$ cat config.mk
export PLATFORM = sky130hd
export DESIGN_NAME = lzwe_ctrl
export DESIGN_NICKNAME = d
export VERILOG_FILES = /design/src/design/lzwe_pkg.sv /design/src/design/lzwe_ctrl.sv
export SDC_FILE = /design/constraint.sdc
export NUM_CORES = 1
export LEC_CHECK = 0
export BUFFER_PORTS_ARGS = -buffer_cell sky130_fd_sc_hd__clkbuf_2
export CORE_AREA = 2 2 39 41
export DETAILED_ROUTE_END_ITERATION = 10
export DIE_AREA = 0 0 41 43
export PLACE_DENSITY_LB_ADDON = 0.15
export SYNTH_ARGS = -nofsm -noshare
export SYNTH_HDL_FRONTEND = slang
export SYNTH_SLANG_ARGS = --single-unit
$ cat constraint.sdc
create_clock -name clock -period 2.25 [get_ports clock]
set_clock_uncertainty 0.05 [all_clocks]
set_input_delay 0.225 -clock clock [delete_from_list [all_inputs] [get_ports clock]]
set_output_delay 0.225 -clock clock [all_outputs]
set_load 0.01 [all_outputs]
$ cat src/design/lzwe_pkg.sv
// Package for the LZW encoder: constants, state and mode codes, controller/datapath structs.
`default_nettype none
package lzwe_pkg;

   localparam int TABLE_DEPTH_DEF = 4096;
   localparam int CODE_WIDTH_DEF  = 12;
   localparam int FIRST_FREE_DEF  = 27;
   localparam int ALPHA_SIZE      = 256;

   typedef enum logic [1:0] {
      MODE_LOAD = 2'd0,
      MODE_DATA = 2'd1,
      MODE_EOS  = 2'd2,
      MODE_RSVD = 2'd3
   } mode_type;

   typedef enum logic [2:0] {
      ST_IDLE,
      ST_MAP,
      ST_DECIDE,
      ST_RD,
      ST_CMP,
      ST_MISS,
      ST_OUT
   } state_type;

   // controller -> datapath
   typedef struct packed {
      logic latch;       // capture input item
      logic map_wr;      // write alphabet entry
      logic set_cur;     // first byte: current <= alphabet code
      logic scan_start;  // scan pointer <= first free code
      logic scan_next;   // scan pointer + 1
      logic cur_scan;    // hit: current <= scan pointer
      logic miss;        // add entry, emit current, restart string
      logic eos;         // pack final pair, clear string state
      logic shift;       // output byte taken
   } cmd_type;

   // datapath -> controller
   typedef struct packed {
      mode_type mode;
      logic     map_hit;
      logic     load_ok;
      logic     have_cur;
      logic     pend_valid;
      logic     scan_empty;
      logic     match;
      logic     scan_end;
      logic     byte_last;
   } stat_type;

endpackage
`default_nettype wire

$ cat src/design/lzwe_ctrl.sv
// Controller state machine of the LZW encoder.
`default_nettype none
module lzwe_ctrl (
   input  wire logic              clock,
   input  wire logic              reset,
   input  wire logic              req_valid,
   output logic                   req_stall,
   output logic                   rsp_valid,
   input  wire logic              rsp_stall,
   input  wire lzwe_pkg::stat_type stat,
   output lzwe_pkg::cmd_type      cmd
);

   lzwe_pkg::state_type state_ff, state_in;

   always_ff @(posedge clock) begin
      if (reset) begin
         state_ff <= lzwe_pkg::ST_IDLE;
      end else begin
         state_ff <= state_in;
      end
   end

   always_comb begin
      state_in = state_ff;
      unique case (state_ff)
         lzwe_pkg::ST_IDLE: begin
            if (req_valid) state_in = lzwe_pkg::ST_MAP;
         end
         lzwe_pkg::ST_MAP: state_in = lzwe_pkg::ST_DECIDE;
         lzwe_pkg::ST_DECIDE: begin
            unique case (stat.mode)
               lzwe_pkg::MODE_DATA: begin
                  if (!stat.map_hit || !stat.have_cur) state_in = lzwe_pkg::ST_IDLE;
                  else if (stat.scan_empty)             state_in = lzwe_pkg::ST_MISS;
                  else                                  state_in = lzwe_pkg::ST_RD;
               end
               lzwe_pkg::MODE_EOS: state_in = lzwe_pkg::ST_OUT;
               default:            state_in = lzwe_pkg::ST_IDLE;
            endcase
         end
         lzwe_pkg::ST_RD: state_in = lzwe_pkg::ST_CMP;
         lzwe_pkg::ST_CMP: begin
            if (stat.match)         state_in = lzwe_pkg::ST_IDLE;
            else if (stat.scan_end) state_in = lzwe_pkg::ST_MISS;
            else                    state_in = lzwe_pkg::ST_RD;
         end
         lzwe_pkg::ST_MISS: begin
            state_in = stat.pend_valid ? lzwe_pkg::ST_OUT : lzwe_pkg::ST_IDLE;
         end
         lzwe_pkg::ST_OUT: begin
            if (!rsp_stall && stat.byte_last) state_in = lzwe_pkg::ST_IDLE;
         end
         default: state_in = lzwe_pkg::ST_IDLE;
      endcase
   end

   always_comb begin
      cmd       = '0;
      req_stall = (state_ff != lzwe_pkg::ST_IDLE);
      rsp_valid = (state_ff == lzwe_pkg::ST_OUT);
      unique case (state_ff)
         lzwe_pkg::ST_IDLE: cmd.latch = req_valid;
         lzwe_pkg::ST_DECIDE: begin
            unique case (stat.mode)
               lzwe_pkg::MODE_LOAD: cmd.map_wr = stat.load_ok;
               lzwe_pkg::MODE_DATA: begin
                  cmd.set_cur    = stat.map_hit && !stat.have_cur;
                  cmd.scan_start = stat.map_hit && stat.have_cur;
               end
               lzwe_pkg::MODE_EOS: cmd.eos = 1'b1;
               default: ;
            endcase
         end
         lzwe_pkg::ST_CMP: begin
            cmd.cur_scan  = stat.match;
            cmd.scan_next = !stat.match && !stat.scan_end;
         end
         lzwe_pkg::ST_MISS: cmd.miss  = 1'b1;
         lzwe_pkg::ST_OUT:  cmd.shift = !rsp_stall;
         default: ;
      endcase
   end

endmodule
`default_nettype wire

==> results of run 1 <==
## cell type report
type                    instances  area (um2)
fillers                       168         846
multi-input cells              38         289
repair buffers                 24         120
flip-flops and latches          3        60.1
clock buffers                   4        26.3
inverters                       6        22.5
well taps                      16        20.0
## routing by layer
metal,track usage,part of all wire,vias up
met1,0.118,0.43,182
met4,0.0600,0,0
met5,0,0,-
met2,0.166,0.50,18
li1,-,-,230
met3,0.0314,0.078,0
## report_power, final
part / switching [W] / internal, W
combinational: 0.0000361 / 0.0000384
clock: 0.0000265 / 0.0000664
sequential: 0.0000132 / 0.0000587
## cell families (layout without fill, tap and decap cells)
family                   count (synthesis)  in the layout  share of synthesized area
AO/OA/AOI/OAI                           15             15                      0.268
adder cells (fa/ha/maj)                  3              3                     0.0935
buffers and inverters                    9             34                      0.131
flip-flops                               3              3                      0.150
AND/OR/NAND/NOR                         20             20                      0.358
## placed cells by master (no fill, tap or decap), types with 2 or more instances in the layout
cell	instances
a21oi_1	5
ha_1	3
inv_1	6
and2_1	2
nand2b_1	2
clkbuf_2	24
nor2b_1	2
dfxtp_1	3
clkbuf_4	3
nor2_1	3
and3_1	3
## worst paths after layout
kind,from,to,depth (start not counted)
max,state_ff[1],cmd[6],3
min,reset,state_ff[1],2
max reg2reg,state_ff[1],state_ff[2],4
min reg2reg,state_ff[1],state_ff[1],2
## through the flow
step	util	instance area [um2]
floorplan	-	402
global placement	0.370	512
detailed placement	0.370	512
CTS	0.389	538
global route	0.389	538
finish	0.389	538
==> flow_metrics.env, run 1 <==
export IMPL_synthDominantCellAreaShare=0.150
export IMPL_power_consumption_w=0.000239
export IMPL_grt_pass1_wl_um=1260
export IMPL_setup_worst_path_start_class="flip-flop"
export IMPL_grt_antenna_before_repair=0
export IMPL_gpl_final_weighted_congestion=0.673
export IMPL_synth_area_top_cells="dfxtp_1 (15%), ha_1 (9.3%), a21oi_1 (6.2%)"
export IMPL_pre_cts_slack_ns=0.813
export IMPL_setup_violations_final=0
export IMPL_timing_critical_path_buf_inv=1
export IMPL_cts_repair_resize_count=0
export IMPL_drt_first_pass_iters=2
export IMPL_postSynthCellCount=50
export IMPL_cts_sinks=3
export IMPL_rows=14
export IMPL_dp_cells=87
export IMPL_die_h_um=43
export IMPL_totalNegativeSetupSlack_ns=0
export IMPL_n_antenna_cell=0
export IMPL_status="finished, final reports clean"
export IMPL_cp_top_family="simple AND/OR/NAND/NOR gates"
export IMPL_gr_usage_all_layers=0.105
export IMPL_flip_flop_count_of_the_largest_register_after_layout=3
export IMPL_yosys_register_bits=3
export IMPL_powerDensity_nw_per_um2=445
export IMPL_coreArea_um2=1380
export IMPL_final_hold_violation_count=0
export IMPL_grt_setup_unrepaired="no"
export IMPL_clk_insertion_delay_late_ns=0.23
export IMPL_cts_buffer_depth=2
export IMPL_cts_hold_buffers_added=0
export IMPL_post_route_min_period_ns=1.69
export IMPL_worst_slew_pin_transition_ns=0.387
export IMPL_clk_transition_reported_paths_ns=0.04
export IMPL_maxSlewHeadroom=0.741
export IMPL_finalHoldWorstSlack_ns=0.142
export IMPL_criticalPathCategory="reg -> out"
export IMPL_tritoncts_num_buffers=3
export IMPL_synth_cell_types=29
export IMPL_top_regs="state_ff x3"
export IMPL_synthToLayoutAreaGrowth_pct=34.0
export IMPL_grt_ovfl_total=0
export IMPL_maxCapViolCount=0
export IMPL_ant_nets=0
export IMPL_yosys_cell_count_top_type="inv_1"
export IMPL_detail_route_iter0_violations=1
export IMPL_r2r_setup_slack_ns=0.93
export IMPL_io_pins=25
export IMPL_final_layout_size_suffix_gt1_frac=0.453
export IMPL_die_area_um2=1760
export IMPL_worst_endpoint_required_ns=1.98
export IMPL_fin_cells=91
export IMPL_synthDominantAreaCellType="dfxtp_1"
export IMPL_post_cts_setup_buffer_count=0
export IMPL_timing_critical_path_cells="nor3b_2 > and4b_1 > clkbuf_2"
export IMPL_post_drt_via_cell_ratio=4.73
export IMPL_yosysWarningCount=0
export IMPL_fmaxAchievable_ghz=0.592
export IMPL_setup_slack_ns=0.560
export IMPL_leakage_nw=0.285
export IMPL_worst_path_max_fanout=9
export IMPL_grt_pass1_vias=338
export IMPL_arrival_ns=1.42
export IMPL_dp_final_hpwl_um=719
export IMPL_routed_via_count=430
export IMPL_syn_area_um2=402
export IMPL_critical_path_slowest_cell="dfxtp_1"
export IMPL_syn_mean_instance_area_um2=8.03
export IMPL_remaining_drc_errors=0
export IMPL_routed_wirelength_um=848
export IMPL_slowest_delay_ns=0.44
export IMPL_holdCritPathClass="in -> reg"
export IMPL_synth_main_ff_cell="dfxtp_1"
export IMPL_fin_crit_sh=0.751
export IMPL_grt_start_max_net_pins=13
export IMPL_die_w_um=41
export IMPL_cts_htree_levels=1
export IMPL_number_of_synthesized_flops_with_an_enable_pin=0
export IMPL_registers_top_by_ff_count="state_ff"
export IMPL_buffer_ports_inserted=24
export IMPL_cts_root_buffer_cell="clkbuf_4"
export IMPL_drt_wirelength_per_cell_um=9.32
export IMPL_fin_nets=93
export IMPL_synth_top_cells_by_count="inv_1 (6), a21oi_1 (5)"
export IMPL_drv_slew=0
export IMPL_timing_critical_path_to_type="primary output"
export IMPL_tritoncts="done"
export IMPL_synthesis_nets=67
export IMPL_max_vdd_ir_drop_v=0.000185
export IMPL_ys_seq_area_frac=0.150
export IMPL_start_util=0.290
export IMPL_async_flop_share=0
No activity file was read; power rests on OpenSTA's default activity.
==> run 2: changes to the inputs <==
clock period = 1.7 ns   (was 2.25 ns; I/O delays follow)
==> run 2 against run 1 <==
Critical path depth is the same. Worst hold slack lost 0.055 ns. Combinational power grew 36%. Final cell count is the same. Critical path type unchanged. Global-route usage is the same. Highest routed layer unchanged. Setup slack lost 0.45 ns. Flip-flop and latch count is the same. Die area is the same.
==> flow_metrics.env, run 2 (synthesis gave the netlist of run 1 again) <==
export IMPL_fin_nets=93
export IMPL_final_layout_size_suffix_gt1_frac=0.453
export IMPL_setup_violations_final=0
export IMPL_leakage_nw=0.283
export IMPL_arrival_ns=1.37
export IMPL_die_w_um=41
export IMPL_met2RoutedLength_um=424
export IMPL_synthToLayoutAreaGrowth_pct=35.5
export IMPL_mostFrequentLayoutCells="clkbuf_2 (24), inv_1 (6), a21oi_1 (5)"
export IMPL_totalNegativeSetupSlack_ns=0
export IMPL_die_h_um=43
export IMPL_timing_critical_path_to_type="primary output"
export IMPL_number_of_cell_instances_on_the_worst_register_to_register_path=4
export IMPL_n_fill_cell=166
export IMPL_postLayoutCellArea_um2=544
export IMPL_clk_transition_reported_paths_ns=0.04
export IMPL_final_hold_violation_count=0
export IMPL_regToRegStartpoint="state_ff[0]"
export IMPL_worst_path_max_fanout=9
export IMPL_grt_ovfl_total=0
export IMPL_worst_slew_pin_transition_ns=0.432
export IMPL_detail_route_iter0_violations=2
export IMPL_status="finished, final reports clean"
export IMPL_grt_pass1_wl_um=1260
export IMPL_multi_input_area_um2=295
export IMPL_criticalPathCategory="reg -> out"
export IMPL_setup_worst_path_start_class="flip-flop"
export IMPL_hold_path_endpoint="state_ff[1]"
export IMPL_cts_htree_levels=1
export IMPL_cp_top_family="simple AND/OR/NAND/NOR gates"
export IMPL_fmaxAchievable_ghz=0.631
export IMPL_flip_flop_count_of_the_largest_register_after_layout=3
export IMPL_gr_usage_all_layers=0.105
export IMPL_grt_pass1_vias=338
export IMPL_grt_antenna_before_repair=0
export IMPL_routed_wirelength_um=863
export IMPL_die_area_um2=1760
export IMPL_maxSlewHeadroom=0.712
export IMPL_finalHoldWorstSlack_ns=0.0874
export IMPL_start_util=0.290
export IMPL_coreArea_um2=1380
export IMPL_powerDensity_nw_per_um2=589
export IMPL_drt_wirelength_per_cell_um=9.48
export IMPL_holdPathStages=2
export IMPL_fin_crit_sh=0.933
export IMPL_timing_critical_path_buf_inv=1
export IMPL_rows=14
export IMPL_worst_endpoint_required_ns=1.48
export IMPL_holdCritPathClass="in -> reg"
export IMPL_mostFrequentLayoutCell="clkbuf_2"
export IMPL_dp_final_hpwl_um=719
export IMPL_cts_sinks=3
export IMPL_n_antenna_cell=0
export IMPL_wl_met3_um=66
export IMPL_cts_root_buffer_cell="clkbuf_4"
export IMPL_r2r_end="state_ff[1]"
export IMPL_routed_via_count=431
export IMPL_tritoncts="done"
export IMPL_top_layer="met3"
export IMPL_gpl_final_weighted_congestion=0.673
export IMPL_buffer_ports_inserted=24
export IMPL_dpl_instance_area_um2=512
export IMPL_top_regs="state_ff x3"
export IMPL_tritoncts_num_buffers=3
export IMPL_maxCapViolCount=0
export IMPL_drv_slew=0
export IMPL_r2r_setup_slack_ns=0.35
export IMPL_cts_buffer_depth=2
export IMPL_io_pins=25
export IMPL_min_from="reset"
export IMPL_wl_met1_um=373
export IMPL_clk_insertion_delay_late_ns=0.23
export IMPL_ant_nets=0
export IMPL_register_area_um2=60.1
export IMPL_remaining_drc_errors=0
export IMPL_drt_first_pass_iters=2
export IMPL_timing_critical_path_cells="nor3b_4 > and4b_1 > clkbuf_2"
export IMPL_grt_setup_unrepaired="no"
export IMPL_post_route_min_period_ns=1.59
export IMPL_grt_start_max_net_pins=13
export IMPL_registers_top_by_ff_count="state_ff"
export IMPL_max_vdd_ir_drop_v=0.000252
export IMPL_utilization_after_layout=0.393
export IMPL_post_drt_via_cell_ratio=4.74
export IMPL_slowest_delay_ns=0.45
export IMPL_critical_path_slowest_cell="dfxtp_1"
[run 2: cell types whose count changed in the layout (fill, tap and decap cells not counted)]
cell,before,now
nor3b_4,0,1
nor3b_2,1,0
[run 2: power by group]
group | internal [W] | switching [W]
registers | 0.0000777 | 0.0000193
logic | 0.0000528 | 0.0000479
clock network | 0.0000878 | 0.0000350
total | 0.000218 | 0.000102
[run 2: metal layers]
| metal | up-vias | GRT usage |
|---|---|---|
| li1 | 229 | - |
| met1 | 184 | 0.118 |
| met2 | 18 | 0.166 |
| met3 | 0 | 0.0314 |
| met4 | 0 | 0.0600 |
| met5 | - | 0 |
[run 2: stage by stage]
stage / instances / power (W) / setup WS, ns
2_1_floorplan: 50 / 0.000167 / 0.455
3_3_place_gp: 87 / 0.000197 / 0.340
3_5_place_dp: 87 / 0.000196 / 0.318
4_1_cts: 91 / 0.000324 / 0.0533
5_1_grt: 91 / 0.000353 / 0.0138
6_report: 91 / 0.000321 / 0.114
[run 2: layout make-up]
cell class | count | share of cell area
timing repair buffer | 24 | 0.221
inverter | 6 | 0.0414
clock buffer | 4 | 0.0483
sequential | 3 | 0.110
multi-input combinational | 38 | 0.543
tap | 16 | 0.0368
[run 2: repair_timing]
| item | 4_1_cts | 5_1_grt |
|---|---|---|
| hold buffers | 0 | 0 |
| gates resized for setup | 0 | 1 |
| setup endpoints to repair | 0 | 2 |
| setup buffers | 0 | 0 |
[run 2: worst max-delay path by stage]
stage	from	end	slack [ns]	depth (start not counted)
global placement	state_ff[1]	cmd[6]	0.34	3
detailed placement	state_ff[1]	cmd[6]	0.32	3
global route	state_ff[1]	cmd[6]	0.01	3
floorplan	state_ff[2]	cmd[8]	0.45	3
CTS	state_ff[1]	cmd[6]	0.05	3
finish	state_ff[1]	cmd[6]	0.11	3
[run 2: worst register-to-register path: stages (launching register included)]
cell and delay [ns]:
dfxtp_1 0.57, and3b_2 0.27, o21ai_1 0.12, o21a_1 0.17, a21oi_2 0.05
